`src/hdl/mtfg_pkg.sv`:
```
// Shared types, constants and helpers for the meteor trail frame generator.
`timescale 1ns / 1ps

package mtfg_pkg;

  localparam int unsigned StripLengthDefault = 64;

  localparam int unsigned PixW     = 6;
  localparam int unsigned ChanW    = 8;
  localparam int unsigned ColorW   = 24;
  localparam int unsigned FrameW   = 9;
  localparam int unsigned LenW     = 8;
  localparam int unsigned MaskW    = 64;
  localparam int unsigned CfgAddrW = 3;
  localparam int unsigned CfgDataW = 24;

  // register indexes
  localparam logic [CfgAddrW-1:0] RegColor  = 3'd0;
  localparam logic [CfgAddrW-1:0] RegLength = 3'd1;
  localparam logic [CfgAddrW-1:0] RegDecay  = 3'd2;
  localparam logic [CfgAddrW-1:0] RegRandom = 3'd3;
  localparam logic [CfgAddrW-1:0] RegExtra  = 3'd4;

  // register reset values
  localparam logic [ColorW-1:0] ColorReset  = 24'hFFFFFF;
  localparam logic [LenW-1:0]   LengthReset = 8'd10;
  localparam logic [ChanW-1:0]  DecayReset  = 8'd64;
  localparam logic              RandomReset = 1'b1;
  localparam logic [LenW-1:0]   ExtraReset  = 8'd50;

  typedef struct packed {
    logic             restart;
    logic [MaskW-1:0] decay_mask;
  } in_item_t;

  typedef struct packed {
    logic [PixW-1:0]  pixel_index;
    logic [ChanW-1:0] red_level;
    logic [ChanW-1:0] green_level;
    logic [ChanW-1:0] blue_level;
    logic             frame_end;
    logic             run_done;
  } out_item_t;

  typedef struct packed {
    logic start;  // latch the frame tick, read pixel zero
    logic step;   // finish current pixel, move it to the output
  } ctrl_cmd_t;

  typedef struct packed {
    logic slot_free;   // output register empty or being taken
    logic last_pixel;  // current pixel is the last of the strip
  } ctrl_status_t;

  typedef enum logic [1:0] {
    StIdle = 2'b01,
    StRun  = 2'b10
  } ctrl_state_e;

  // channel * keep >> 8
  function automatic logic [ChanW-1:0] fade_channel(input logic [ChanW-1:0] chan,
                                                    input logic [ChanW-1:0] keep);
    logic [2*ChanW-1:0] prod;
    prod = chan * keep;
    return prod[2*ChanW-1:ChanW];
  endfunction

endpackage

```
`src/hdl/mtfg_ram.sv`:
```
// Generic single-write, single-read RAM with registered read data.
`timescale 1ns / 1ps

module mtfg_ram #(
  parameter int unsigned WIDTH  = 24,
  parameter int unsigned DEPTH  = 64,
  parameter int unsigned ADDR_W = 6
) (
  input  logic              clk_i,
  input  logic              we_i,
  input  logic [ADDR_W-1:0] waddr_i,
  input  logic [WIDTH-1:0]  wdata_i,
  input  logic              re_i,
  input  logic [ADDR_W-1:0] raddr_i,
  output logic [WIDTH-1:0]  rdata_o
);

  logic [WIDTH-1:0] mem_q [DEPTH];
  logic [WIDTH-1:0] rdata_q;

  always_ff @(posedge clk_i) begin
    if (we_i) begin
      mem_q[waddr_i] <= wdata_i;
    end
    if (re_i) begin
      rdata_q <= mem_q[raddr_i];
    end
  end

  assign rdata_o = rdata_q;

endmodule

```
`src/hdl/mtfg_ctrl.sv`:
```
// Frame sequencer: takes a frame tick and steps the datapath through the strip.
`timescale 1ns / 1ps

module mtfg_ctrl (
  input  logic                  clk_i,
  input  logic                  rst_ni,
  input  logic                  in_valid_i,
  output logic                  in_ready_o,
  input  mtfg_pkg::ctrl_status_t status_i,
  output mtfg_pkg::ctrl_cmd_t    cmd_o
);

  mtfg_pkg::ctrl_state_e state_q, state_d;

  always_comb begin
    state_d    = state_q;
    in_ready_o = 1'b0;
    cmd_o      = '0;
    unique case (state_q)
      mtfg_pkg::StIdle: begin
        in_ready_o = 1'b1;
        if (in_valid_i) begin
          cmd_o.start = 1'b1;
          state_d     = mtfg_pkg::StRun;
        end
      end
      mtfg_pkg::StRun: begin
        if (status_i.slot_free) begin
          cmd_o.step = 1'b1;
          if (status_i.last_pixel) begin
            state_d = mtfg_pkg::StIdle;
          end
        end
      end
      default: begin
        state_d = mtfg_pkg::StIdle;
      end
    endcase
  end

  always_ff @(posedge clk_i or negedge rst_ni) begin
    if (!rst_ni) begin
      state_q <= mtfg_pkg::StIdle;
    end else begin
      state_q <= state_d;
    end
  end

endmodule

```
`src/hdl/mtfg_datapath.sv`:
```
// Pixel datapath: config registers, pixel store, fade and paint, output register.
`timescale 1ns / 1ps

module mtfg_datapath #(
  parameter int unsigned STRIP_LENGTH = mtfg_pkg::StripLengthDefault,
  parameter int unsigned ADDR_W       = 6
) (
  input  logic                              clk_i,
  input  logic                              rst_ni,
  input  logic                              cfg_we_i,
  input  logic [mtfg_pkg::CfgAddrW-1:0]     cfg_addr_i,
  input  logic [mtfg_pkg::CfgDataW-1:0]     cfg_wdata_i,
  input  mtfg_pkg::in_item_t                in_data_i,
  input  mtfg_pkg::ctrl_cmd_t               cmd_i,
  output mtfg_pkg::ctrl_status_t            status_o,
  output logic                              out_valid_o,
  input  logic                              out_ready_i,
  output mtfg_pkg::out_item_t               out_data_o
);

  localparam int unsigned PixW   = mtfg_pkg::PixW;
  localparam int unsigned ChanW  = mtfg_pkg::ChanW;
  localparam int unsigned ColorW = mtfg_pkg::ColorW;
  localparam int unsigned FrameW = mtfg_pkg::FrameW;
  localparam int unsigned LenW   = mtfg_pkg::LenW;

  // configuration
  logic [ColorW-1:0] color_q;
  logic [LenW-1:0]   length_q;
  logic [ChanW-1:0]  decay_q;
  logic              random_q;
  logic [LenW-1:0]   extra_q;

  always_ff @(posedge clk_i or negedge rst_ni) begin
    if (!rst_ni) begin
      color_q  <= mtfg_pkg::ColorReset;
      length_q <= mtfg_pkg::LengthReset;
      decay_q  <= mtfg_pkg::DecayReset;
      random_q <= mtfg_pkg::RandomReset;
      extra_q  <= mtfg_pkg::ExtraReset;
    end else if (cfg_we_i) begin
      unique case (cfg_addr_i)
        mtfg_pkg::RegColor:  color_q  <= cfg_wdata_i[ColorW-1:0];
        mtfg_pkg::RegLength: length_q <= cfg_wdata_i[LenW-1:0];
        mtfg_pkg::RegDecay:  decay_q  <= cfg_wdata_i[ChanW-1:0];
        mtfg_pkg::RegRandom: random_q <= cfg_wdata_i[0];
        mtfg_pkg::RegExtra:  extra_q  <= cfg_wdata_i[LenW-1:0];
        default: ;
      endcase
    end
  end

  // per-frame state
  logic [mtfg_pkg::MaskW-1:0] mask_q;
  logic [FrameW-1:0]          frame_q;
  logic [FrameW-1:0]          frame_idx_q;
  logic [PixW-1:0]            pix_q;
  logic [PixW-1:0]            pix_next;
  logic                       last_pixel;
  logic [FrameW-1:0]          last_frame;
  logic                       run_done;

  assign pix_next   = pix_q + PixW'(1);
  assign last_pixel = (pix_q == PixW'(STRIP_LENGTH - 1));
  assign last_frame = FrameW'(STRIP_LENGTH) + FrameW'(extra_q) - FrameW'(1);
  assign run_done   = (frame_q >= last_frame);

  always_ff @(posedge clk_i) begin
    if (cmd_i.start) begin
      mask_q  <= in_data_i.decay_mask;
      frame_q <= in_data_i.restart ? '0 : frame_idx_q;
      pix_q   <= '0;
    end else if (cmd_i.step && !last_pixel) begin
      pix_q <= pix_next;
    end
  end

  always_ff @(posedge clk_i or negedge rst_ni) begin
    if (!rst_ni) begin
      frame_idx_q <= '0;
    end else if (cmd_i.step && last_pixel) begin
      frame_idx_q <= run_done ? '0 : frame_q + FrameW'(1);
    end
  end

  // pixel store; frame zero reads as cleared
  logic [ColorW-1:0] rd_data;
  logic [ColorW-1:0] cur_pix;
  logic [ColorW-1:0] faded_pix;
  logic [ColorW-1:0] new_pix;
  logic [ChanW-1:0]  keep;
  logic              fade_en;
  logic              lit;
  logic [FrameW-1:0] pix_ext;
  logic              rd_en;
  logic [ADDR_W-1:0] rd_addr;

  assign rd_en   = cmd_i.start || (cmd_i.step && !last_pixel);
  assign rd_addr = cmd_i.start ? '0 : pix_next[ADDR_W-1:0];

  mtfg_ram #(
    .WIDTH (ColorW),
    .DEPTH (STRIP_LENGTH),
    .ADDR_W(ADDR_W)
  ) u_store (
    .clk_i  (clk_i),
    .we_i   (cmd_i.step),
    .waddr_i(pix_q[ADDR_W-1:0]),
    .wdata_i(new_pix),
    .re_i   (rd_en),
    .raddr_i(rd_addr),
    .rdata_o(rd_data)
  );

  assign cur_pix = (frame_q == '0) ? '0 : rd_data;
  assign keep    = 8'hFF - decay_q;
  assign fade_en = !random_q || mask_q[pix_q];
  assign faded_pix = {mtfg_pkg::fade_channel(cur_pix[23:16], keep),
                      mtfg_pkg::fade_channel(cur_pix[15:8], keep),
                      mtfg_pkg::fade_channel(cur_pix[7:0], keep)};
  assign pix_ext = FrameW'(pix_q);
  assign lit     = (pix_ext <= frame_q) && ((frame_q - pix_ext) < FrameW'(length_q));
  assign new_pix = lit ? color_q : (fade_en ? faded_pix : cur_pix);

  // output register
  logic                out_valid_q;
  mtfg_pkg::out_item_t out_q;

  always_ff @(posedge clk_i or negedge rst_ni) begin
    if (!rst_ni) begin
      out_valid_q <= 1'b0;
    end else if (cmd_i.step) begin
      out_valid_q <= 1'b1;
    end else if (out_ready_i) begin
      out_valid_q <= 1'b0;
    end
  end

  always_ff @(posedge clk_i) begin
    if (cmd_i.step) begin
      out_q.pixel_index <= pix_q;
      out_q.red_level   <= new_pix[23:16];
      out_q.green_level <= new_pix[15:8];
      out_q.blue_level  <= new_pix[7:0];
      out_q.frame_end   <= last_pixel;
      out_q.run_done    <= run_done;
    end
  end

  assign out_valid_o          = out_valid_q;
  assign out_data_o           = out_q;
  assign status_o.slot_free   = !out_valid_q || out_ready_i;
  assign status_o.last_pixel  = last_pixel;

endmodule

```
`src/hdl/meteor_trail_frame_generator_core.sv`:
```
// Top level of the meteor trail frame generator.
`timescale 1ns / 1ps

// Usage:
//  - Input channel (in_valid_i/in_ready_o/in_data_i): one transfer is one frame
//    tick carrying restart and the 64-bit decay mask.
//  - Output channel (out_valid_o/out_ready_i/out_data_o): STRIP_LENGTH pixel
//    transfers per frame, pixel zero first; frame_end marks the last pixel and
//    run_done is set on every pixel of a run's final frame.
//  - Config port (cfg_we_i/cfg_addr_i/cfg_wdata_i): single-cycle register
//    writes, only while no frame is in progress (user's rule, not enforced).
//  - First pixel: read at the tick transfer, then put in the output register.
//  - Throughput: one pixel per cycle from the pixel store read port while the
//    receiver takes pixels; the next tick is taken the cycle after the last
//    pixel moves into the output register.
//  - Receiver stall: the output register holds its pixel and the sequencer
//    pauses; no data is dropped.
//  - Reset: registers return to their defaults and the frame counter to
//    zero; the pixel store is not swept, since frame zero treats it as
//    cleared and rewrites every pixel.
module meteor_trail_frame_generator_core #(
  parameter int unsigned STRIP_LENGTH = mtfg_pkg::StripLengthDefault
) (
  input  logic                          clk_i,
  input  logic                          rst_ni,
  input  logic                          cfg_we_i,
  input  logic [mtfg_pkg::CfgAddrW-1:0] cfg_addr_i,
  input  logic [mtfg_pkg::CfgDataW-1:0] cfg_wdata_i,
  input  logic                          in_valid_i,
  output logic                          in_ready_o,
  input  mtfg_pkg::in_item_t            in_data_i,
  output logic                          out_valid_o,
  input  logic                          out_ready_i,
  output mtfg_pkg::out_item_t           out_data_o
);

  localparam int unsigned AddrW = (STRIP_LENGTH > 1) ? $clog2(STRIP_LENGTH) : 1;

  mtfg_pkg::ctrl_cmd_t    cmd;
  mtfg_pkg::ctrl_status_t status;

  mtfg_ctrl u_ctrl (
    .clk_i     (clk_i),
    .rst_ni    (rst_ni),
    .in_valid_i(in_valid_i),
    .in_ready_o(in_ready_o),
    .status_i  (status),
    .cmd_o     (cmd)
  );

  mtfg_datapath #(
    .STRIP_LENGTH(STRIP_LENGTH),
    .ADDR_W      (AddrW)
  ) u_datapath (
    .clk_i      (clk_i),
    .rst_ni     (rst_ni),
    .cfg_we_i   (cfg_we_i),
    .cfg_addr_i (cfg_addr_i),
    .cfg_wdata_i(cfg_wdata_i),
    .in_data_i  (in_data_i),
    .cmd_i      (cmd),
    .status_o   (status),
    .out_valid_o(out_valid_o),
    .out_ready_i(out_ready_i),
    .out_data_o (out_data_o)
  );

`ifndef SYNTH
  a_busy_after_tick : assert property (@(posedge clk_i) disable iff (!rst_ni)
    (in_valid_i && in_ready_o) |=> !in_ready_o)
    else $error("tick taken while a frame is in progress");

  a_frame_end_pos : assert property (@(posedge clk_i) disable iff (!rst_ni)
    (out_valid_o && out_data_o.frame_end) |->
      (out_data_o.pixel_index == mtfg_pkg::PixW'(STRIP_LENGTH - 1)))
    else $error("frame_end on a pixel other than the last");

  a_idle_after_last : assert property (@(posedge clk_i) disable iff (!rst_ni)
    $rose(in_ready_o) |-> $past(cmd.step && status.last_pixel))
    else $error("sequencer went idle before the last pixel");

  a_step_needs_slot : assert property (@(posedge clk_i) disable iff (!rst_ni)
    cmd.step |-> (!out_valid_o || out_ready_i))
    else $error("pixel overwrote an untaken output");
`endif

endmodule
```
`config.mk`:
```
export PLATFORM = sky130hd
export DESIGN_NAME = meteor_trail_frame_generator_core
export DESIGN_NICKNAME = d
export VERILOG_FILES = /design/src/hdl/mtfg_pkg.sv /design/src/hdl/mtfg_ram.sv /design/src/hdl/mtfg_ctrl.sv /design/src/hdl/mtfg_datapath.sv /design/src/hdl/meteor_trail_frame_generator_core.sv
export SDC_FILE = /design/constraint.sdc
export NUM_CORES = 2
export LEC_CHECK = 0
export BUFFER_PORTS_ARGS = -buffer_cell sky130_fd_sc_hd__clkbuf_2
export CAP_MARGIN = 15
export CORE_UTILIZATION = 40
export DETAILED_ROUTE_END_ITERATION = 6
export PLACE_DENSITY = 0.62
export SLEW_MARGIN = 20
export SYNTH_ARGS = -nofsm -noshare
export SYNTH_HDL_FRONTEND = slang
export SYNTH_SLANG_ARGS = --single-unit
```
`constraint.sdc`:
```
create_clock -name clk_i -period 8.3 [get_ports clk_i]
set_input_delay 1.66 -clock clk_i [delete_from_list [all_inputs] [get_ports clk_i]]
set_output_delay 1.66 -clock clk_i [all_outputs]
set_load 0.02 [all_outputs]
```
==> summary.txt <==
Clocking
  • Maximum clock insertion buffer count: 3
  • Reg clk slew, reported paths: 0.06 ns
  • Clk sinks: 1732
  • H-tree depth: 4
  • Hold_buf cts: 0
  • TritonCTS clock tree: done
  • Insertion delay to the later sink of the worst-skew pair: 0.82 ns
  • Buffer count from post-CTS setup fixing: 0
  • Root Buffer: clkbuf_16
  • Post_cts resized: 0
  • Cts bufs inserted: 169

Status
  • Status: complete, no violations

Synth
  • Register area share after synthesis: 0.709
  • Avg Inst Size Synth: roughly 17 sq um
  • Yosys reg bits: 1732
  • Top_reg_cell synth: edfxtp_1
  • Post-synth EDFFs: 1665
  • Post-synthesis net count: about 4700
  • Cell variety after synth: 70
  • Yosys warns: 0
  • Post-Syn Area: about 73000 sq um
  • Cell count after synthesis: 4386
  • Asr flop ratio synth: 0.0352

Floorplanning
  • Core footprint: 181000 sq um
  • Die area: 184000 sq um
  • Die width: around 430 um
  • Die height: about 430 um
  • Initial Util: 0.403
  • Row count: 156
  • I/O pin cnt: 131

Final layout
  • Area Overhead vs Synth: 13.5%
  • Layout net count: between 4000 and 5000
  • Layout cells sized above 1: 0.201
  • Most common cell after layout, fill and taps aside: edfxtp_1
  • Post-layout util: 0.457
  • Most frequent cells in the layout: 1665 x edfxtp_1, 302 x nor2_1, 233 x nor3_1
  • Fillers: 15400

Flow run
  • Max Cap Viol: 0

Drt
  • Vias: 42600
  • First drt pass iteration count: 6
  • Wirelength, routed: roughly 210 mm
  • Drt wl/cell: approximately 30 um
  • Vias/cell: 6.01
  • Antenna viol nets, final: 0
  • First DRT Iteration DRCs: 5533
  • Remaining DRCs: 0

Placement
  • DP Worst Slack: 0.674 ns
  • IO Port Bufs: 130
  • HPWL after DPL: 119 mm
  • GPL Wtd Cong: 0.844

Critical path
  • CP Data Arrival Time: 8.19 ns
  • FF-to-FF End: u_datapath.u_store.mem_q[23][23]
  • R2R Setup Slk: 0.62 ns
  • Startpoint types: register
  • Crit Path Category: register to register
  • Setup crit end kind: register
  • Reg2Reg Depth: 22
  • CP max FO: 65
  • Reg-to-reg startpoint: u_datapath.frame_q[1]
  • Worst Path Required: about 8.8 ns

GRT
  • Global-route wire length before repair: approximately 300 mm
  • Overall routing resource usage: 0.224
  • Vias in the first global route: between 40000 and 50000
  • Largest net degree at the start of global routing: 132
  • Initial antenna violation count: 9
  • Grt total ovfl: 0

Timing
  • Worst slew pin tran: 1.14 ns
  • Worst Skew: 0.0641 ns
  • Setup ws final: 0.623 ns
  • Final hold vios: 0
  • Period minus WS final: roughly 7.7 ns
  • # setup viols final: 0
  • Slew Viols, Final: 0
  • Setup TNS: 0 ns
  • Slew margin rel.: 0.229
  • Tcrit/Tclk final: 0.925
  • Max Clock Freq: approximately 0.13 GHz
  • Unrepaired setup endpoints after global routing: no

Hold path
  • Hold Path Stages: 2
  • Worst hold start: u_datapath.frame_idx_q[6]
  • Worst min path class: register to register
  • Hold EP: u_datapath.frame_idx_q[6]
-- state kept, by name, indices dropped and copies added, names as in the netlist, 2 cells and up --
name                        flops
u_datapath.frame_q              9
u_datapath.length_q             8
u_datapath.color_q             24
u_datapath.out_data_o          32
u_datapath.extra_q              8
u_datapath.decay_q              8
u_datapath.frame_idx_q          9
u_datapath.mask_q              64
u_datapath.u_store.mem_q     1536
u_ctrl.state_q                  2
u_datapath.u_store.rdata_o     24
u_datapath.pix_q                6
-- synthesized netlist by cell type, types with 7 or more instances --
master / instances / area [sq um]
nor3_1: 234 / 1170
o311ai_0: 216 / 1890
mux4_2: 204 / 4590
nand4_1: 26 / 163
o22a_1: 25 / 219
a21o_1: 14 / 105
buf_1: 23 / 86.3
or2_2: 15 / 93.8
or3_1: 7 / 43.8
buf_2: 64 / 320
clkbuf_1: 201 / 754
o31a_1: 24 / 210
nand2_1: 153 / 574
ha_1: 125 / 1560
xnor2_1: 26 / 228
inv_1: 138 / 518
nand3_1: 53 / 265
o22ai_1: 75 / 469
a21oi_1: 33 / 165
and2_1: 102 / 638
xor2_1: 21 / 184
mux2_2: 51 / 574
dfrtp_1: 29 / 726
and3_1: 7 / 43.8
fa_1: 106 / 2120
dfstp_2: 32 / 841
nand2b_1: 11 / 68.8
o31ai_1: 8 / 60.1
nor2b_1: 16 / 100
o221ai_1: 197 / 1730
nor2_1: 372 / 1400
edfxtp_1: 1665 / 50000
o21ai_0: 34 / 170
mux2i_1: 9 / 90.1
-- stage by stage --
step | instance area, sq um | hold slack [ns] | std cells
after floorplan | 72900 | 0.403 | 4386
after global placement | 77400 | 0.452 | 6772
after detailed placement | 77400 | 0.460 | 6772
after CTS | 82700 | 0.472 | 7084
after global routing | 82700 | 0.505 | 7086
final | 82800 | 0.473 | 7090
-- per-layer routing --
metal	global-route usage	share of wire	vias up
met5	0	0.00022	-
met4	0.0904	0.039	6
met3	0.0541	0.096	358
met2	0.351	0.47	2167
met1	0.301	0.40	22200
li1	-	-	17900
-- area by class of cell --
cell class	instances	area, sq um	area share
Multi-Input combinational cell	2218	20000	0.241
Sequential cell	1732	51700	0.625
Tap cell	2370	2970	0.0358
Clock buffer	214	4450	0.0537
Timing Repair Buffer	312	2250	0.0272
Antenna cell	5	12.5	0.000151
Inverter	141	544	0.00658
Clock inverter	98	886	0.0107
-- kinds of logic (layout without fill, tap and decap cells) --
| group | count (synthesis) | count (layout) | synth area share |
|---|---|---|---|
| flops | 1732 | 1732 | 0.709 |
| buf+inv | 436 | 765 | 0.0240 |
| simple gates | 1010 | 1010 | 0.0643 |
| compound gates | 666 | 666 | 0.0743 |
| mux | 264 | 264 | 0.0722 |
| xor+xnor | 47 | 47 | 0.00565 |
| other cells | 0 | 5 | 0 |
| fa+ha+maj | 231 | 231 | 0.0506 |
-- worst max-delay path by stage --
stage               slack [ns]             startpoint                               end
floorplan                 0.11  u_datapath.frame_q[1]         u_datapath.out_data_o[24]
global placement          0.74  u_datapath.frame_q[1]  u_datapath.u_store.mem_q[25][23]
detailed placement        0.67  u_datapath.frame_q[1]  u_datapath.u_store.mem_q[29][23]
CTS                       0.63  u_datapath.frame_q[1]  u_datapath.u_store.mem_q[23][23]
global route              0.30  u_datapath.frame_q[0]  u_datapath.u_store.mem_q[51][23]
finish                    0.62  u_datapath.frame_q[1]  u_datapath.u_store.mem_q[23][23]
-- worst max-delay path: stages, from the launching register on --
cell	delay [ns]
edfxtp_1	0.50
inv_1	0.11
ha_1	0.14
or4b_1	0.61
nor2_1	0.64
nor2_1	0.27
and2_1	0.26
fa_1	0.50
fa_1	0.51
fa_1	0.49
inv_1	0.05
fa_1	0.48
inv_1	0.04
ha_1	0.32
o21ai_0	0.16
nor2_1	0.08
or2_2	0.34
o41ai_4	0.45
nor2_2	0.11
a2111oi_4	0.34
xnor2_1	0.16
o221ai_4	0.18
buf_4	0.53
Power is left out: the tool's default activity adds up to more than one toggle a clock period on the data nets, which glitch-free logic cannot reach.
